==> src/rtl/explicit_free_list_allocator_assert.svh <==
// ---------------------------------------------------------------------------
// Assertion macros for the explicit free-list allocator
// Clocked on clk_i, disabled while rst_ni is low.
// ---------------------------------------------------------------------------
`ifndef EXPLICIT_FREE_LIST_ALLOCATOR_ASSERT_SVH
`define EXPLICIT_FREE_LIST_ALLOCATOR_ASSERT_SVH

// Check a condition at every clock edge
`define EFLA_ASSERT(lbl, cond, msg) \
  lbl: assert property (@(posedge clk_i) disable iff (!rst_ni) (cond)) else $error(msg);

// Check that a condition in one cycle implies another in the next
`define EFLA_ASSERT_NEXT(lbl, ante, cons, msg) \
  lbl: assert property (@(posedge clk_i) disable iff (!rst_ni) (ante) |=> (cons)) else $error(msg);

`endif

==> src/rtl/efla_pkg.sv <==
// ---------------------------------------------------------------------------
// efla_pkg
// Shared types and constants of the free-list allocator.
// ---------------------------------------------------------------------------
`default_nettype none

package efla_pkg;

  localparam int ADDR_W    = 16;
  localparam int SIZE_W    = 17;
  localparam int MIN_BLOCK = 32;

  localparam logic OP_ALLOC = 1'b0;
  localparam logic OP_FREE  = 1'b1;

  typedef enum logic [1:0] {
    STATUS_DONE     = 2'd0,
    STATUS_NO_SPACE = 2'd1,
    STATUS_IGNORED  = 2'd2
  } status_e;

  typedef struct packed {
    status_e             status;
    logic [ADDR_W-1:0]   granted_address;
    logic [SIZE_W-1:0]   granted_size;
  } rsp_t;

endpackage

`default_nettype wire

==> src/rtl/efla_if.sv <==
// ---------------------------------------------------------------------------
// efla_req_if / efla_rsp_if
// Valid/ready channels for allocator requests and results.
// ---------------------------------------------------------------------------
`default_nettype none


interface efla_rsp_if;
  logic        valid;
  logic        ready;
  logic [1:0]  status;
  logic [15:0] granted_address;
  logic [16:0] granted_size;

  modport source (output valid, status, granted_address, granted_size, input ready);
  modport sink   (input valid, status, granted_address, granted_size, output ready);
endinterface

`default_nettype wire

==> src/rtl/efla_out_stage.sv <==
// ---------------------------------------------------------------------------
// efla_out_stage
// Result register that holds one word until the sink takes it.
// ---------------------------------------------------------------------------
`default_nettype none

module efla_out_stage (
  input  wire logic          clk_i,
  input  wire logic          rst_ni,
  input  wire logic          load_i,
  input  wire efla_pkg::rsp_t rsp_i,
  output logic               free_o,
  efla_rsp_if.source         rsp_o
);
  import efla_pkg::*;

  logic valid_q, valid_d;
  rsp_t data_q;

  // Free when empty or the held word leaves this cycle
  assign free_o = !valid_q || rsp_o.ready;

  always_comb begin
    valid_d = valid_q;
    if (rsp_o.ready) begin
      valid_d = 1'b0;
    end
    if (load_i) begin
      valid_d = 1'b1;
    end
  end

  always_ff @(posedge clk_i or negedge rst_ni) begin
    if (!rst_ni) begin
      valid_q <= 1'b0;
    end else begin
      valid_q <= valid_d;
    end
  end

  // Hold payload until replaced
  always_ff @(posedge clk_i) begin
    if (load_i) begin
      data_q <= rsp_i;
    end
  end

  assign rsp_o.valid           = valid_q;
  assign rsp_o.status          = data_q.status;
  assign rsp_o.granted_address = data_q.granted_address;
  assign rsp_o.granted_size    = data_q.granted_size;

endmodule

`default_nettype wire

==> src/flat_wrapper.sv <==
// flat-port wrapper written by rule: the top's interface ports become plain ports
module efla_out_stage_flat import efla_pkg::*;
  (clk_i, rst_ni, load_i, rsp_i, free_o, rsp_o_valid, rsp_o_status, rsp_o_granted_address, rsp_o_granted_size, rsp_o_ready);
  efla_rsp_if rsp_o_i ();
  input  wire logic clk_i;
  input  wire logic rst_ni;
  input  wire logic load_i;
  input  wire efla_pkg::rsp_t rsp_i;
  output logic free_o;
  output wire logic [$bits(rsp_o_i.valid)-1:0] rsp_o_valid;
  output wire logic [$bits(rsp_o_i.status)-1:0] rsp_o_status;
  output wire logic [$bits(rsp_o_i.granted_address)-1:0] rsp_o_granted_address;
  output wire logic [$bits(rsp_o_i.granted_size)-1:0] rsp_o_granted_size;
  input wire logic [$bits(rsp_o_i.ready)-1:0] rsp_o_ready;
  assign rsp_o_valid = rsp_o_i.valid;
  assign rsp_o_status = rsp_o_i.status;
  assign rsp_o_granted_address = rsp_o_i.granted_address;
  assign rsp_o_granted_size = rsp_o_i.granted_size;
  assign rsp_o_i.ready = rsp_o_ready;
  efla_out_stage u_core (.clk_i(clk_i), .rst_ni(rst_ni), .load_i(load_i), .rsp_i(rsp_i), .free_o(free_o), .rsp_o(rsp_o_i));
endmodule
==> config.mk <==
export PLATFORM = sky130hd
export DESIGN_NAME = efla_out_stage_flat
export DESIGN_NICKNAME = d
export VERILOG_FILES = /design/src/rtl/explicit_free_list_allocator_assert.svh /design/src/rtl/efla_pkg.sv /design/src/rtl/efla_if.sv /design/src/rtl/efla_out_stage.sv /design/src/flat_wrapper.sv
export SDC_FILE = /design/constraint.sdc
export NUM_CORES = 1
export LEC_CHECK = 0
export BUFFER_PORTS_ARGS = -buffer_cell sky130_fd_sc_hd__buf_4
export CAP_MARGIN = 20
export CORE_UTILIZATION = 42
export CTS_BUF_LIST = sky130_fd_sc_hd__clkbuf_16
export CTS_CLUSTER_SIZE = 25
export DETAILED_ROUTE_END_ITERATION = 10
export HOLD_SLACK_MARGIN = 0.02
export PLACE_DENSITY = 0.91
export SLEW_MARGIN = 30
export SYNTH_ARGS = -nofsm -noshare
export SYNTH_HDL_FRONTEND = slang
export SYNTH_SLANG_ARGS = --single-unit
==> constraint.sdc <==
create_clock -name clk_i -period 1.55 [get_ports clk_i]
set_input_delay 0.31 -clock clk_i [delete_from_list [all_inputs] [get_ports clk_i]]
set_output_delay 0.31 -clock clk_i [all_outputs]
set_load 0.02 [all_outputs]
==> results.json <==
{
  "grt_pass1_wl_um": 2960,
  "hold_slack_ps": 215,
  "postLayoutCellArea_sq_um": 1840,
  "clk_pin_slew_ps": 50,
  "die_y_um": 53.1,
  "dieArea_sq_um": 2820,
  "syn_area_sq_um": 1100,
  "syn_nets": 77,
  "ios": 76,
  "period_minus_slack_ps": 1190,
  "fin_nets": 160,
  "fmax_mhz": 839,
  "h-tree-depth": 2,
  "remaining_drc_errors": 0,
  "path_max_fanout": 2,
  "ff_latch_area_sq_um": 1080,
  "synth_seq_cells": 36,
  "setup_viol": 0,
  "clockPowerShare_pct": 37.4,
  "rows": 18,
  "gp_congestion": 0.707,
  "finalHoldViolations": 0,
  "cts_setup_buffers": 0,
  "final_common_cell": "buf_4",
  "start_util_pct": 44.3,
  "grt_overflow": 0,
  "critPathLaunchType": "register",
  "fin_skew_ps": 0,
  "power_switching_mw": 0.496,
  "period_share_pct": 76.9,
  "netlist_instances": 38,
  "core_area_sq_um": 2480,
  "slew_headroom_pct": 71.9,
  "postRouteAntennaNets": 0,
  "cts_buffers": 5,
  "area_growth_pct": 67.7,
  "cts_tree": "built",
  "power_leakage_nw": 0.794,
  "critPathCaptureType": "primary output",
  "syn_avg_cell_area_sq_um": 28.9,
  "finalMaxSlewViolations": 0,
  "insertedDiodeCount": 0,
  "clk_latency_ps": 270,
  "cpMaxStageDelayCell": "dfrtp_1",
  "vias_per_cell": 4.57,
  "port_buffers": 75,
  "clock-sinks": 36,
  "multiInputGateArea_sq_um": 22.5,
  "vias": 690,
  "max_cap_violations": 0,
  "nFillCells": 147,
  "internal_power_mw": 1.88,
  "power_density_nw_per_um2": 1290,
  "drt_wl_total_um": 2190,
  "ir_drop_uv": 1090,
  "first_pass_iters": 6,
  "post-route-util_pct": 74.3,
  "cp_cell_sequence": "nand2b_4 > buf_4",
  "worst_pin_slew_ps": 422,
  "swShare_pct": 20.8,
  "antenna_found_initial": 0,
  "yosysWarnings": 0,
  "wl_per_cell_um": 14.5,
  "clockRootBuffer": "clkbuf_16",
  "drtIter0Drc": 4,
  "die_x_um": 53.1,
  "yosysSeqAreaShare_pct": 97.9,
  "synth_cell_types": 4,
  "cp_top_family": "flip-flops",
  "final_cell_mix": "buf_4, edfxtp_1, clkbuf_16",
  "rsz0062_at_grt": "false",
  "critical_path_buf_inv_count": 1,
  "grt_usage_pct": 16.6,
  "cp.required_ps": 1240,
  "crit_type": "register to primary output",
  "status": "finished clean",
  "placed_cell_area_sq_um": 1700,
  "critPathMaxStageDelay_ps": 400,
  "pwr-share-comb_pct": 13.1,
  "grt_pass1_vias": 693,
  "grt_max_degree": 37,
  "min-delay-path-class": "input port to register",
  "drive_gt1_share_pct": 67.8,
  "cts-resized-gates": 0,
  "clockBufferDepth": 2,
  "timing.setup.tns_ps": 0,
  "seq_power_share_pct": 49.6,
  "cp.arrival_ps": 880
}
## flip-flops by register name (all words and copies together) (netlist names)
name,count
u_core.rsp_o.granted_address,16
u_core.rsp_o.status,2
u_core.rsp_o.granted_size,17
u_core.rsp_o.valid,1
## power by group through the flow
stage	combinational, mW	clock [mW]	sequential [mW]
global route	0.326	0.952	1.18
finish	0.310	0.889	1.18
global placement	0.306	0	1.19
detailed placement	0.310	0	1.20
floorplan	0.00745	0	1.30
CTS	0.313	0.913	1.18
## worst register-to-register path, stage by stage (launching register included)
cell,delay (ps)
dfrtp_1,400
nand2b_4,80
nand2b_2,50
## what timing repair did
| item | in CTS | in global routing |
|---|---|---|
| hold buffers | 1 | 0 |
| setup endpoints to repair | 0 | 0 |
| hold endpoints to repair | 1 | 0 |
## worst paths after layout
check | cells after the start | slack (ps) | end | start
max | 2 | 360 | free_o | u_core.rsp_o.valid
min | 1 | 210 | u_core.rsp_o.status[0] | rsp_i[33]
max reg2reg | 2 | 900 | u_core.rsp_o.valid | u_core.rsp_o.valid
min reg2reg | 2 | 540 | u_core.rsp_o.valid | u_core.rsp_o.valid
max in group asynchronous | 2 | 1110 | u_core.rsp_o.valid | rst_ni
min in group asynchronous | 2 | 360 | u_core.rsp_o.valid | rst_ni
## cell type report
cell class	instances	share of cell area, %
flip-flops and latches	36	58.4
clock buffers	5	6.79
multi-input cells	2	1.22
clock inverters	2	0.408
well taps	30	2.04
repair buffers	76	31.1
## kinds of logic (layout without fill, tap and decap cells)
group                  Yosys count  in the layout  share of synthesized area [%]
and+or+nand+nor                  2              2                           2.05
buffers and inverters            0             83                              0
DFF                             36             36                           97.9
## through the flow
| stage | total power, mW | cells | worst slack [ps] |
|---|---|---|---|
| after floorplan | 1.30 | 38 | 644 |
| after global placement | 1.50 | 143 | 527 |
| after detailed placement | 1.51 | 143 | 507 |
| after CTS | 2.41 | 151 | 348 |
| after global routing | 2.46 | 151 | 339 |
| final | 2.38 | 151 | 358 |
## Yosys cell counts
cell type,instances,area (sq um)
dfrtp_1,1,25.0
edfxtp_1,35,1050
nand2b_2,1,8.76
nand2b_4,1,13.8
## routing by layer
| layer | part of all wire (%) | global-route usage (%) | vias up |
|---|---|---|---|
| met3 | 12 | 10.6 | 6 |
| met2 | 54 | 28.5 | 55 |
| met5 | 0 | 0 | - |
| met4 | 2.3 | 9.65 | 0 |
| li1 | - | - | 313 |
| met1 | 31 | 14.1 | 316 |
Power figures use the tool's default switching activity.
